`config.mk`:
```
export PLATFORM = sky130hd
export DESIGN_NAME = bb3_ctrl
export DESIGN_NICKNAME = d
export VERILOG_FILES = /design/src/rtl/bb3_pkg.sv /design/src/rtl/bb3_ctrl.sv
export SDC_FILE = /design/constraint.sdc
export NUM_CORES = 1
export LEC_CHECK = 0
export BUFFER_PORTS_ARGS = -buffer_cell sky130_fd_sc_hd__buf_2
export CORE_AREA = 2 2 39 41
export DETAILED_ROUTE_END_ITERATION = 7
export DIE_AREA = 0 0 41 43
export GPL_ROUTABILITY_DRIVEN = 1
export HOLD_SLACK_MARGIN = 0.02
export MAX_ROUTING_LAYER = met4
export PLACE_DENSITY = 0.67
export SETUP_SLACK_MARGIN = 0.15
export SLEW_MARGIN = 20
export SYNTH_ARGS = -nofsm -noshare
export SYNTH_HDL_FRONTEND = slang
export SYNTH_SLANG_ARGS = --single-unit
export TNS_END_PERCENT = 30
```
`constraint.sdc`:
```
create_clock -name clk -period 1.7 [get_ports clk]
set_input_delay 0 -clock clk [delete_from_list [all_inputs] [get_ports clk]]
set_output_delay 0 -clock clk [all_outputs]
set_load 0.05 [all_outputs]
```
`src/rtl/bb3_pkg.sv`:
```
// ----------------------------------------------------------------------------
// bb3_pkg: shared types and constants of the 3x3 RGB box blur
// Word formats, register indexes, controller states, command and status
// groups, and the reciprocal table used to divide by the window size.
// ----------------------------------------------------------------------------
package bb3_pkg;

  // Widths fixed by the word formats.
  localparam int CHAN_W      = 8;
  localparam int CFG_W       = 11;
  localparam int CFG_INDEX_W = 2;
  localparam int POS_W       = 10;

  // Window sums: nine 8-bit values fit in 12 bits, 2*sum + count in 13.
  localparam int SUM_W   = 12;
  localparam int NUMER_W = 13;
  localparam int COUNT_W = 4;

  // Division by 2*count is a multiply by ceil(2^18 / (2*count)).
  localparam int RECIP_SHIFT = 18;
  localparam int RECIP_W     = 18;
  localparam int PROD_W      = NUMER_W + RECIP_W;

  // Configuration register indexes.
  localparam logic [CFG_INDEX_W-1:0] CFG_IMAGE_WIDTH  = 2'd0;
  localparam logic [CFG_INDEX_W-1:0] CFG_IMAGE_HEIGHT = 2'd1;

  // One input pixel, also the format of a line buffer entry.
  typedef struct packed {
    logic [CHAN_W-1:0] red;
    logic [CHAN_W-1:0] green;
    logic [CHAN_W-1:0] blue;
  } pixel_t;

  // One blurred output pixel.
  typedef struct packed {
    logic [CHAN_W-1:0] out_red;
    logic [CHAN_W-1:0] out_green;
    logic [CHAN_W-1:0] out_blue;
    logic [POS_W-1:0]  out_row;
    logic [POS_W-1:0]  out_column;
    logic              last;
  } result_t;

  // Controller states.
  typedef enum logic [2:0] {
    ST_IDLE,
    ST_LOAD,
    ST_SUM,
    ST_MUL,
    ST_OUT
  } state_t;

  // Commands from the controller to the datapath.
  // kind[0] moves the window one column right, kind[1] one row down.
  typedef struct packed {
    logic       cfg_write;
    logic       accept;
    logic       load;
    logic       sum;
    logic [1:0] kind;
    logic       last;
    logic       mul;
    logic       load_out;
  } bb3_cmd_t;

  // Status from the datapath to the controller.
  typedef struct packed {
    logic [3:0] pending;
    logic       out_free;
  } bb3_status_t;

  // Reciprocal of twice the pixel count, scaled by 2^RECIP_SHIFT and rounded up.
  function automatic logic [RECIP_W-1:0] recip(input logic [COUNT_W-1:0] count);
    logic [RECIP_W-1:0] m;
    case (count)
      4'd1: m = 18'd131072;
      4'd2: m = 18'd65536;
      4'd3: m = 18'd43691;
      4'd4: m = 18'd32768;
      4'd6: m = 18'd21846;
      4'd9: m = 18'd14564;
      default: m = 18'd131072;
    endcase
    return m;
  endfunction

endpackage

```
`src/rtl/bb3_ctrl.sv`:
```
// ----------------------------------------------------------------------------
// bb3_ctrl: sequencing controller of the 3x3 RGB box blur
// Accepts one pixel at a time, loads the window, then steps the datapath
// through sum, multiply and output for every finished position.
// ----------------------------------------------------------------------------
module bb3_ctrl
  import bb3_pkg::*;
(
  input  logic        clk,
  input  logic        rst,
  input  logic        pixel_valid,
  output logic        pixel_stall,
  input  logic        cfg_valid,
  output logic        cfg_ready,
  input  bb3_status_t status,
  output bb3_cmd_t    cmd
);

  state_t     state;
  state_t     state_next;
  logic [3:0] pending;
  logic [3:0] pending_next;
  logic [3:0] sel;
  logic [1:0] sel_kind;

  // Lowest pending position goes first, which keeps raster order.
  assign sel = pending & (~pending + 4'd1);

  always_comb begin
    if (sel[1]) begin
      sel_kind = 2'd1;
    end else if (sel[2]) begin
      sel_kind = 2'd2;
    end else if (sel[3]) begin
      sel_kind = 2'd3;
    end else begin
      sel_kind = 2'd0;
    end
  end

  // Next state.
  always_comb begin
    state_next = state;
    case (state)
      ST_IDLE: begin
        if (pixel_valid && !cfg_valid) state_next = ST_LOAD;
      end
      ST_LOAD: begin
        if (status.pending != 4'd0) state_next = ST_SUM;
        else                        state_next = ST_IDLE;
      end
      ST_SUM:  state_next = ST_MUL;
      ST_MUL:  state_next = ST_OUT;
      ST_OUT: begin
        if (status.out_free) begin
          if (pending != 4'd0) state_next = ST_SUM;
          else                 state_next = ST_IDLE;
        end
      end
      default: state_next = ST_IDLE;
    endcase
  end

  // Pending positions of the current pixel.
  always_comb begin
    pending_next = pending;
    case (state)
      ST_LOAD: pending_next = status.pending;
      ST_SUM:  pending_next = pending & ~sel;
      default: pending_next = pending;
    endcase
  end

  // Outputs and datapath commands.
  always_comb begin
    cmd         = '0;
    pixel_stall = 1'b1;
    cfg_ready   = 1'b0;
    case (state)
      ST_IDLE: begin
        // A configuration write wins over a pixel in the same cycle.
        cfg_ready     = 1'b1;
        pixel_stall   = cfg_valid;
        cmd.cfg_write = cfg_valid;
        cmd.accept    = pixel_valid && !cfg_valid;
      end
      ST_LOAD: cmd.load = 1'b1;
      ST_SUM: begin
        cmd.sum  = 1'b1;
        cmd.kind = sel_kind;
        cmd.last = (pending & ~sel) == 4'd0;
      end
      ST_MUL:  cmd.mul = 1'b1;
      ST_OUT:  cmd.load_out = status.out_free;
      default: cmd = '0;
    endcase
  end

  always_ff @(posedge clk) begin
    if (rst) begin
      state   <= ST_IDLE;
      pending <= 4'd0;
    end else begin
      state   <= state_next;
      pending <= pending_next;
    end
  end

endmodule

```
==> impl_metrics.toml, run 1 <==
[floorplan]
fp-row-count = 14
die_h_um = 43
ios = 20
start_util = 0.334
die_w_um = 41
coreArea_sq_um = 1380
die_area_sq_um = 1760

[worst_setup_path]
path_class = "register to primary output"
max_stage_delay_ns = 0.43
worstPathArrival_ns = 1.50
cp_cell_sequence = "or3b_4 > nor4_4 > buf_6"
cp_top_family = "simple AND/OR/NAND/NOR gates"
crit_path_max_fanout = 9
critPathRequiredTime_ns = 1.70
cp-start-kind = "register"
crit_buf_inv = 1
cpMaxStageDelayCell = "or3b_4"
worstSetupEndpointType = "primary output"

[detailed_routing]
drt_pass1_iterations = 4
ant_nets = 0
drc = 0
wl_mm = 1.17
first_iter_violations = 16
viasPerCell = 5.11
avgRoutedWirePerCell_um = 11.6
num_vias = 516

[cells_and_area]
area.growth.synth_to_final_pct = 45.5
drive_gt1_frac = 0.376
nFillCells = 142
final_core_util = 0.486
num_antenna_cells = 0
final_cells = 101
multi_input_area_sq_um = 313
ff_latch_area_sq_um = 148
fin_area_sq_um = 672
fin_nets = 95

[synthesis]
synth_top_family_by_area = "simple AND/OR/NAND/NOR gates"
synth_warnings = 0
yosys.area_share.adder = 0
avgSynthCellArea_sq_um = 7.57
syn_nets = 70
yosys.area_share.xor_xnor = 0
synth.yosys.seq_area_share = 0.304
synth_mux_area_frac = 0
syn_inst = 61
synth_compound_area_frac = 0.228
ys_types = 29
synthesis.area_sq_um = 462
yosys.area_share.simple = 0.377
ys_seq_elements = 7

[timing]
setup_ws_ns = 0.201
max_freq_mhz = 667
slew_headroom = 0.754
fin_tns_setup_ns = 0
rsz0062_at_grt = "no"
finalHoldViolations = 0
slew_viol_final = 0
fin_crit_ns = 1.50
period_share = 0.882
skew_ns = 0.00505
tightest_slew_ns = 0.367
hold-worst-slack_ns = 0.0195
setup_viol = 0

[pwr]
power.density_nw_per_um2 = 1240
ir_worst_vdd_uv = 575
power_uw = 832
power.leakage_nw = 0.305

[hold_path]
hp-class = "primary input to register"

[placement]
place_ws_ns = 0.226
post-place-cells = 94
gp_congestion = 0.776
port_buffers = 19
post-dp-hpwl_um = 848
placed_area_sq_um = 599

[grt]
grt_antenna_before_repair = 0
grt-ovfl-total = 0
grt_pass1_wl_mm = 1.68
grt_max_degree = 12
grt_pass1_vias = 367
grt.total_usage = 0.143

[clock_network]
clk_root_buffer_cell = "clkbuf_4"
clk_latency_ns = 0.26
path_clk_slew_ns = 0.05
cts_max_path_buffers = 2
clock_sinks = 7
cts_max_level = 1
cts_buffers = 3
tritoncts = "yes"

[job]
drv_cap = 0

[outcome]
outcome = "complete, no violations"
logic make-up (layout without fill, tap and decap cells):
logic type      after synthesis  in the layout
flops                         7              7
simple gates                 28             28
compound gates               17             17
buf+inv                       9             33
routing by layer:
layer	wire length (um)	up-vias	global-route usage
li1	-	272	-
met1	579	234	0.201
met2	547	8	0.194
met3	22	2	0
met4	22	0	0.100
met5	0	-	-
registers in the layout (all words and copies together), names as in the netlist:
| register | flops |
|---|---|
| pending | 4 |
| state | 3 |
path summary, 6_finish.rpt:
check             startpoint         end  slack (ns)  cells past startpoint
setup / recovery    state[1]      cmd[4]        0.20                      3
hold / removal     status[2]  pending[1]        0.02                      3
setup reg to reg  pending[0]  pending[2]        0.38                      3
hold reg to reg   pending[2]  pending[2]        0.57                      2
synthesized netlist by cell type, drive strengths merged:
cell	number	area, sq um
or4b	1	10.0
or3	1	6.26
clkbuf	2	7.51
a2111oi	1	8.76
buf	2	16.3
a32oi	1	8.76
or4	1	7.51
nor2	5	18.8
and3	2	12.5
nand4	1	6.26
nor3	2	10.0
nor4	2	12.5
a31oi	2	12.5
dfxtp	7	140
nor3b	2	20.0
nand2	3	11.3
and3b	1	8.76
or3b	2	17.5
nand2b	2	12.5
o311ai	1	8.76
o21bai	1	7.51
o21ai	1	5.00
a21oi	9	45.0
and2	2	12.5
nand3b	1	7.51
inv	5	18.8
o32ai	1	8.76
worst reg2reg max path: stages, from the launching register on:
cell     delay, ns
dfxtp_1       0.38
or4b_1        0.53
a32oi_1       0.20
a21oi_1       0.09
timing repair:
| action | 4_1_cts | 5_1_grt |
|---|---|---|
| cloned | 0 | 0 |
| resized for setup | 6 | 2 |
| hold buffers | 2 | 0 |
| setup buffers | 0 | 1 |
| hold endpoints to repair | 6 | 0 |
| setup endpoints to repair | 5 | 2 |
| pin swaps | 0 | 1 |
layout by cell type (no fill, tap or decap), drive strengths merged:
master       instances
buf                 22
a21oi                9
dfxtp                7
inv                  5
nor2                 5
clkbuf               4
nand2                3
and3                 2
and2                 2
nand2b               2
a31oi                2
dlygate4sd3          2
or3b                 2
nor3b                2
nor3                 2
nor4                 2
and3b                1
o21bai               1
or3                  1
or4b                 1
a32oi                1
o311ai               1
o21ai                1
a2111oi              1
nand3b               1
o32ai                1
or4                  1
nand4                1
area by class of cell:
class,instances,share of cell area
clock buffers,4,0.0391
inverters,5,0.0279
multi-input cells,45,0.466
flip-flops and latches,7,0.220
well taps,16,0.0298
repair buffers,24,0.218
power by group:
group	leakage (nW)	switching [mW]	internal, mW	total (mW)
combinational	0.231	0.287	0.146	0.433
sequential	0.0584	0.0452	0.192	0.237
clock	0.0150	0.0724	0.0903	0.163
total	0.305	0.404	0.428	0.832
No activity file was read; power rests on OpenSTA's default activity.
==> run 2, diff against run 1 <==
- BUFFER_PORTS_ARGS: -buffer_cell sky130_fd_sc_hd__buf_2 -> not set
- DONT_BUFFER_PORTS: not set -> 1
- GPL_TIMING_DRIVEN: not set -> 0
- PLACE_DENSITY: 0.67 -> 0.55
==> impl_metrics.toml, run 2 (synthesis gave the netlist of run 1 again) <==
[hold_path]
min_from = "status[4]"
hp-class = "primary input to register"

[floorplan]
fp-row-count = 14
ios = 20
die_w_um = 41
die_area_sq_um = 1760
coreArea_sq_um = 1380
start_util = 0.334
die_h_um = 43

[worst_setup_path]
critPathRequiredTime_ns = 1.70
max_stage_delay_ns = 0.54
path_class = "register to primary output"
cp-start-kind = "register"
cp_top_family = "simple AND/OR/NAND/NOR gates"
crit_path_max_fanout = 10
cpMaxStageDelayCell = "nor3_4"
cp_cell_sequence = "buf_6 > nor3_4 > and3_4"
crit_buf_inv = 1
worstSetupEndpointType = "primary output"
crit-reg2reg-launch = "state[2]"
startpoint = "state[1]"
worstPathArrival_ns = 1.68

[timing]
skew_ns = 0.000361
tightest_slew_ns = 0.784
fin_tns_setup_ns = 0
max_freq_mhz = 596
fin_crit_ns = 1.68
slew_viol_final = 0
slew_headroom = 0.477
setup_ws_ns = 0.0227
hold-worst-slack_ns = 0.0886
period_share = 0.987
finalHoldViolations = 0
rsz0062_at_grt = "yes"
setup_viol = 0

[detailed_routing]
first_iter_violations = 16
wl_mm = 1.48
ant_nets = 0
num_vias = 525
drc = 0
drt_pass1_iterations = 4
avgRoutedWirePerCell_um = 15.8
viasPerCell = 5.59

[clock_network]
clk_latency_ns = 0.27
cts_max_level = 1
clock_sinks = 7
cts_max_path_buffers = 2
path_clk_slew_ns = 0.06
tritoncts = "yes"
cts_buffers = 3
clk_root_buffer_cell = "clkbuf_4"

[cells_and_area]
area.growth.synth_to_final_pct = 58.5
num_antenna_cells = 0
largest_reg_flops = 4
top_register = "pending"
drive_gt1_frac = 0.333
biggestRegsByFlops = "pending (4), state (3)"
mostFrequentLayoutCells = "8 x a21oi_1, 8 x dlygate4sd3_1, 5 x nor2_1"
fin_nets = 88

[pwr]
power.density_nw_per_um2 = 1230
ir_worst_vdd_uv = 635
power.leakage_nw = 0.273

[grt]
grt_antenna_before_repair = 0
grt-ovfl-total = 0
grt_max_degree = 11
grt.total_usage = 0.200
grt_pass1_wl_mm = 2.20
grt_pass1_vias = 485

[placement]
port_buffers = 0
gp_congestion = 0.740
post-dp-hpwl_um = 811
place_ws_ns = -0.174

[job]
drv_cap = 0

[outcome]
outcome = "complete, no violations"
run 2: changes by cell type in the layout (fill, tap and decap cells not counted), moves of 2 or more:
cell	before	now
buf_6	1	3
buf_2	17	0
dfxtp_2	0	2
dlygate4sd3_1	2	8
run 2: worst register-to-register path: stages, from the launching register on:
cell and delay, ns:
dfxtp_4 0.35, buf_6 0.12, nor3b_4 0.66, o32ai_2 0.22, a31oi_1 0.20
run 2: stage by stage:
stage          utilization  total power [mW]  instance area, sq um  std cells
2_1_floorplan            -             0.566                   493         61
3_3_place_gp         0.371             0.604                   513         77
3_5_place_dp         0.371             0.607                   513         77
4_1_cts              0.509             0.864                   704         91
5_1_grt              0.529             0.932                   732         94
6_report             0.529             0.898                   732         94
run 2: timing repair:
action	4_1_cts	5_1_grt
gates resized for setup	21	2
endpoints found under the setup margin	13	10
endpoints found under the hold margin	7	0
buffers inserted	2	3
hold buffers	8	0
pin swaps	6	5
run 2: final timing paths:
check / end / slack (ns) / depth (start not counted)
max: cmd[7] / 0.02 / 3
min: pending[3] / 0.09 / 3
max reg2reg: state[1] / 0.07 / 4
min reg2reg: state[0] / 0.56 / 2
run 2: report_power, final:
part	leakage (nW)	internal (mW)	switching, mW	total (mW)
Clock	0.0150	0.0905	0.0761	0.167
Sequential	0.0586	0.188	0.0267	0.215
Combinational	0.199	0.173	0.344	0.517
run 2: layer usage:
metal	global-route usage	routed length [um]	up-vias
met1	0.226	591	251
met2	0.309	815	11
met5	-	0	-
met3	0.0366	46	3
met4	0.120	28	0
li1	-	-	260
run 2: final cells by class:
cell class	instances	area (sq um)
buffer	4	41.3
multi-input combinational	45	354
inverter	5	22.5
timing repair buffer	13	121
tap	16	20.0
fill	132	652
sequential	7	146
clock buffer	4	26.3
==> run 3, diff against run 2 <==
- CELL_PAD_IN_SITES_DETAIL_PLACEMENT: not set -> 0
- CELL_PAD_IN_SITES_GLOBAL_PLACEMENT: not set -> 1
- PLACE_DENSITY: 0.55 -> 0.71
==> impl_metrics.toml, run 3 (synthesis gave the netlist of run 1 again) <==
[cells_and_area]
area.growth.synth_to_final_pct = 59.9
fin_nets = 90
mostFrequentLayoutCells = "8 x a21oi_1, 7 x dlygate4sd3_1, 7 x buf_4"
biggestRegsByFlops = "pending (4), state (3)"
top_register = "pending"
largest_reg_flops = 4
num_antenna_cells = 0
final_common_cell = "a21oi_1"
final_core_util = 0.533
drive_gt1_frac = 0.363

[grt]
grt_pass1_wl_mm = 1.95
grt-ovfl-total = 0
grt_antenna_before_repair = 0
grt_max_degree = 11
grt_pass1_vias = 434
grt.total_usage = 0.170

[worst_setup_path]
worstSetupEndpointType = "primary output"
worstPathArrival_ns = 1.66
critPathRequiredTime_ns = 1.70
cp-start-kind = "register"
crit_path_max_fanout = 5
path_class = "register to primary output"

[detailed_routing]
ant_nets = 0
drt_pass1_iterations = 4
viasPerCell = 5.50
drc = 0
wl_mm = 1.42
first_iter_violations = 9
num_vias = 528
avgRoutedWirePerCell_um = 14.8

[placement]
port_buffers = 0
post-dp-hpwl_um = 787
gp_congestion = 0.834

[floorplan]
die_h_um = 43
ios = 20
die_w_um = 41
coreArea_sq_um = 1380
die_area_sq_um = 1760
fp-row-count = 14
start_util = 0.334

[timing]
max_freq_mhz = 602
slew_headroom = 0.498
period_share = 0.977
setup_viol = 0
slew_viol_final = 0
rsz0062_at_grt = "yes"
fin_crit_ns = 1.66
finalHoldViolations = 0
tightest_slew_ns = 0.753
skew_ns = 0.00536

[clock_network]
clk_root_buffer_cell = "clkbuf_4"
path_clk_slew_ns = 0.06
cts_max_level = 1
cts_buffers = 3
cts_max_path_buffers = 2
clock_sinks = 7
tritoncts = "yes"
clk_latency_ns = 0.26

[pwr]
power.density_nw_per_um2 = 1230
ir_worst_vdd_uv = 561
power.leakage_nw = 0.284
power_uw = 906

[hold_path]
hp-class = "primary input to register"

[outcome]
outcome = "complete, no violations"

[job]
drv_cap = 0
## run 3: cell count changes in the layout (fill, tap and decap cells not counted), sizes merged
cell,previous run,this run
buf,7,10
dlygate4sd3,8,7
## run 3: critical path: stages (launching register included)
cell	delay [ns]
dfxtp_2	0.33
buf_6	0.13
nor3_4	0.54
and3_4	0.39
## run 3: worst paths after layout
check            start        to  slack [ns]  cells after the start
max           state[1]    cmd[7]        0.04                      3
max reg2reg   state[2]  state[1]        0.13                      4
min          cfg_valid  state[0]        0.04                      3
min reg2reg   state[0]  state[0]        0.55                      2
## run 3: area by class of cell
cell class / instances / area, sq um
Fill cell: 134 / 646
Timing Repair Buffer: 15 / 128
Clock buffer: 4 / 26.3
Sequential cell: 7 / 146
Multi-Input combinational cell: 45 / 354
Inverter: 5 / 22.5
Tap cell: 16 / 20.0
Buffer: 4 / 41.3
## run 3: metrics by stage
step	hold WS [ns]	TNS [ns]	instances	instance area, sq um	setup WS, ns
6_report	0.0356	0	96	738	0.0399
5_1_grt	0.0880	-0.00727	96	738	-0.00406
4_1_cts	0.0379	-0.0219	90	696	-0.0219
3_5_place_dp	0.0724	-0.416	77	513	-0.144
2_1_floorplan	0.0691	0	61	493	0.00399
3_3_place_gp	0.0723	-0.469	77	513	-0.166
## run 3: what timing repair did
item                                    4_1_cts  5_1_grt
setup buffers                                 2        5
resized for setup                            22        0
hold buffers                                  7        0
pin swaps                                     9        3
endpoints found under the hold margin         7        0
cloned                                        0        1
endpoints found under the setup margin       13        8
## run 3: layer usage
layer | GRT usage | wire length, um | share of wire
met2 | 0.256 | 729 | 0.51
met5 | - | 0 | 0
met4 | 0.0600 | 14 | 0.0099
met3 | 0.0314 | 61 | 0.043
met1 | 0.221 | 612 | 0.43
## run 3: report_power, final
part | internal [mW] | switching, mW | total [mW]
clock | 0.0904 | 0.0742 | 0.165
sequential | 0.188 | 0.0255 | 0.214
combinational | 0.185 | 0.343 | 0.528
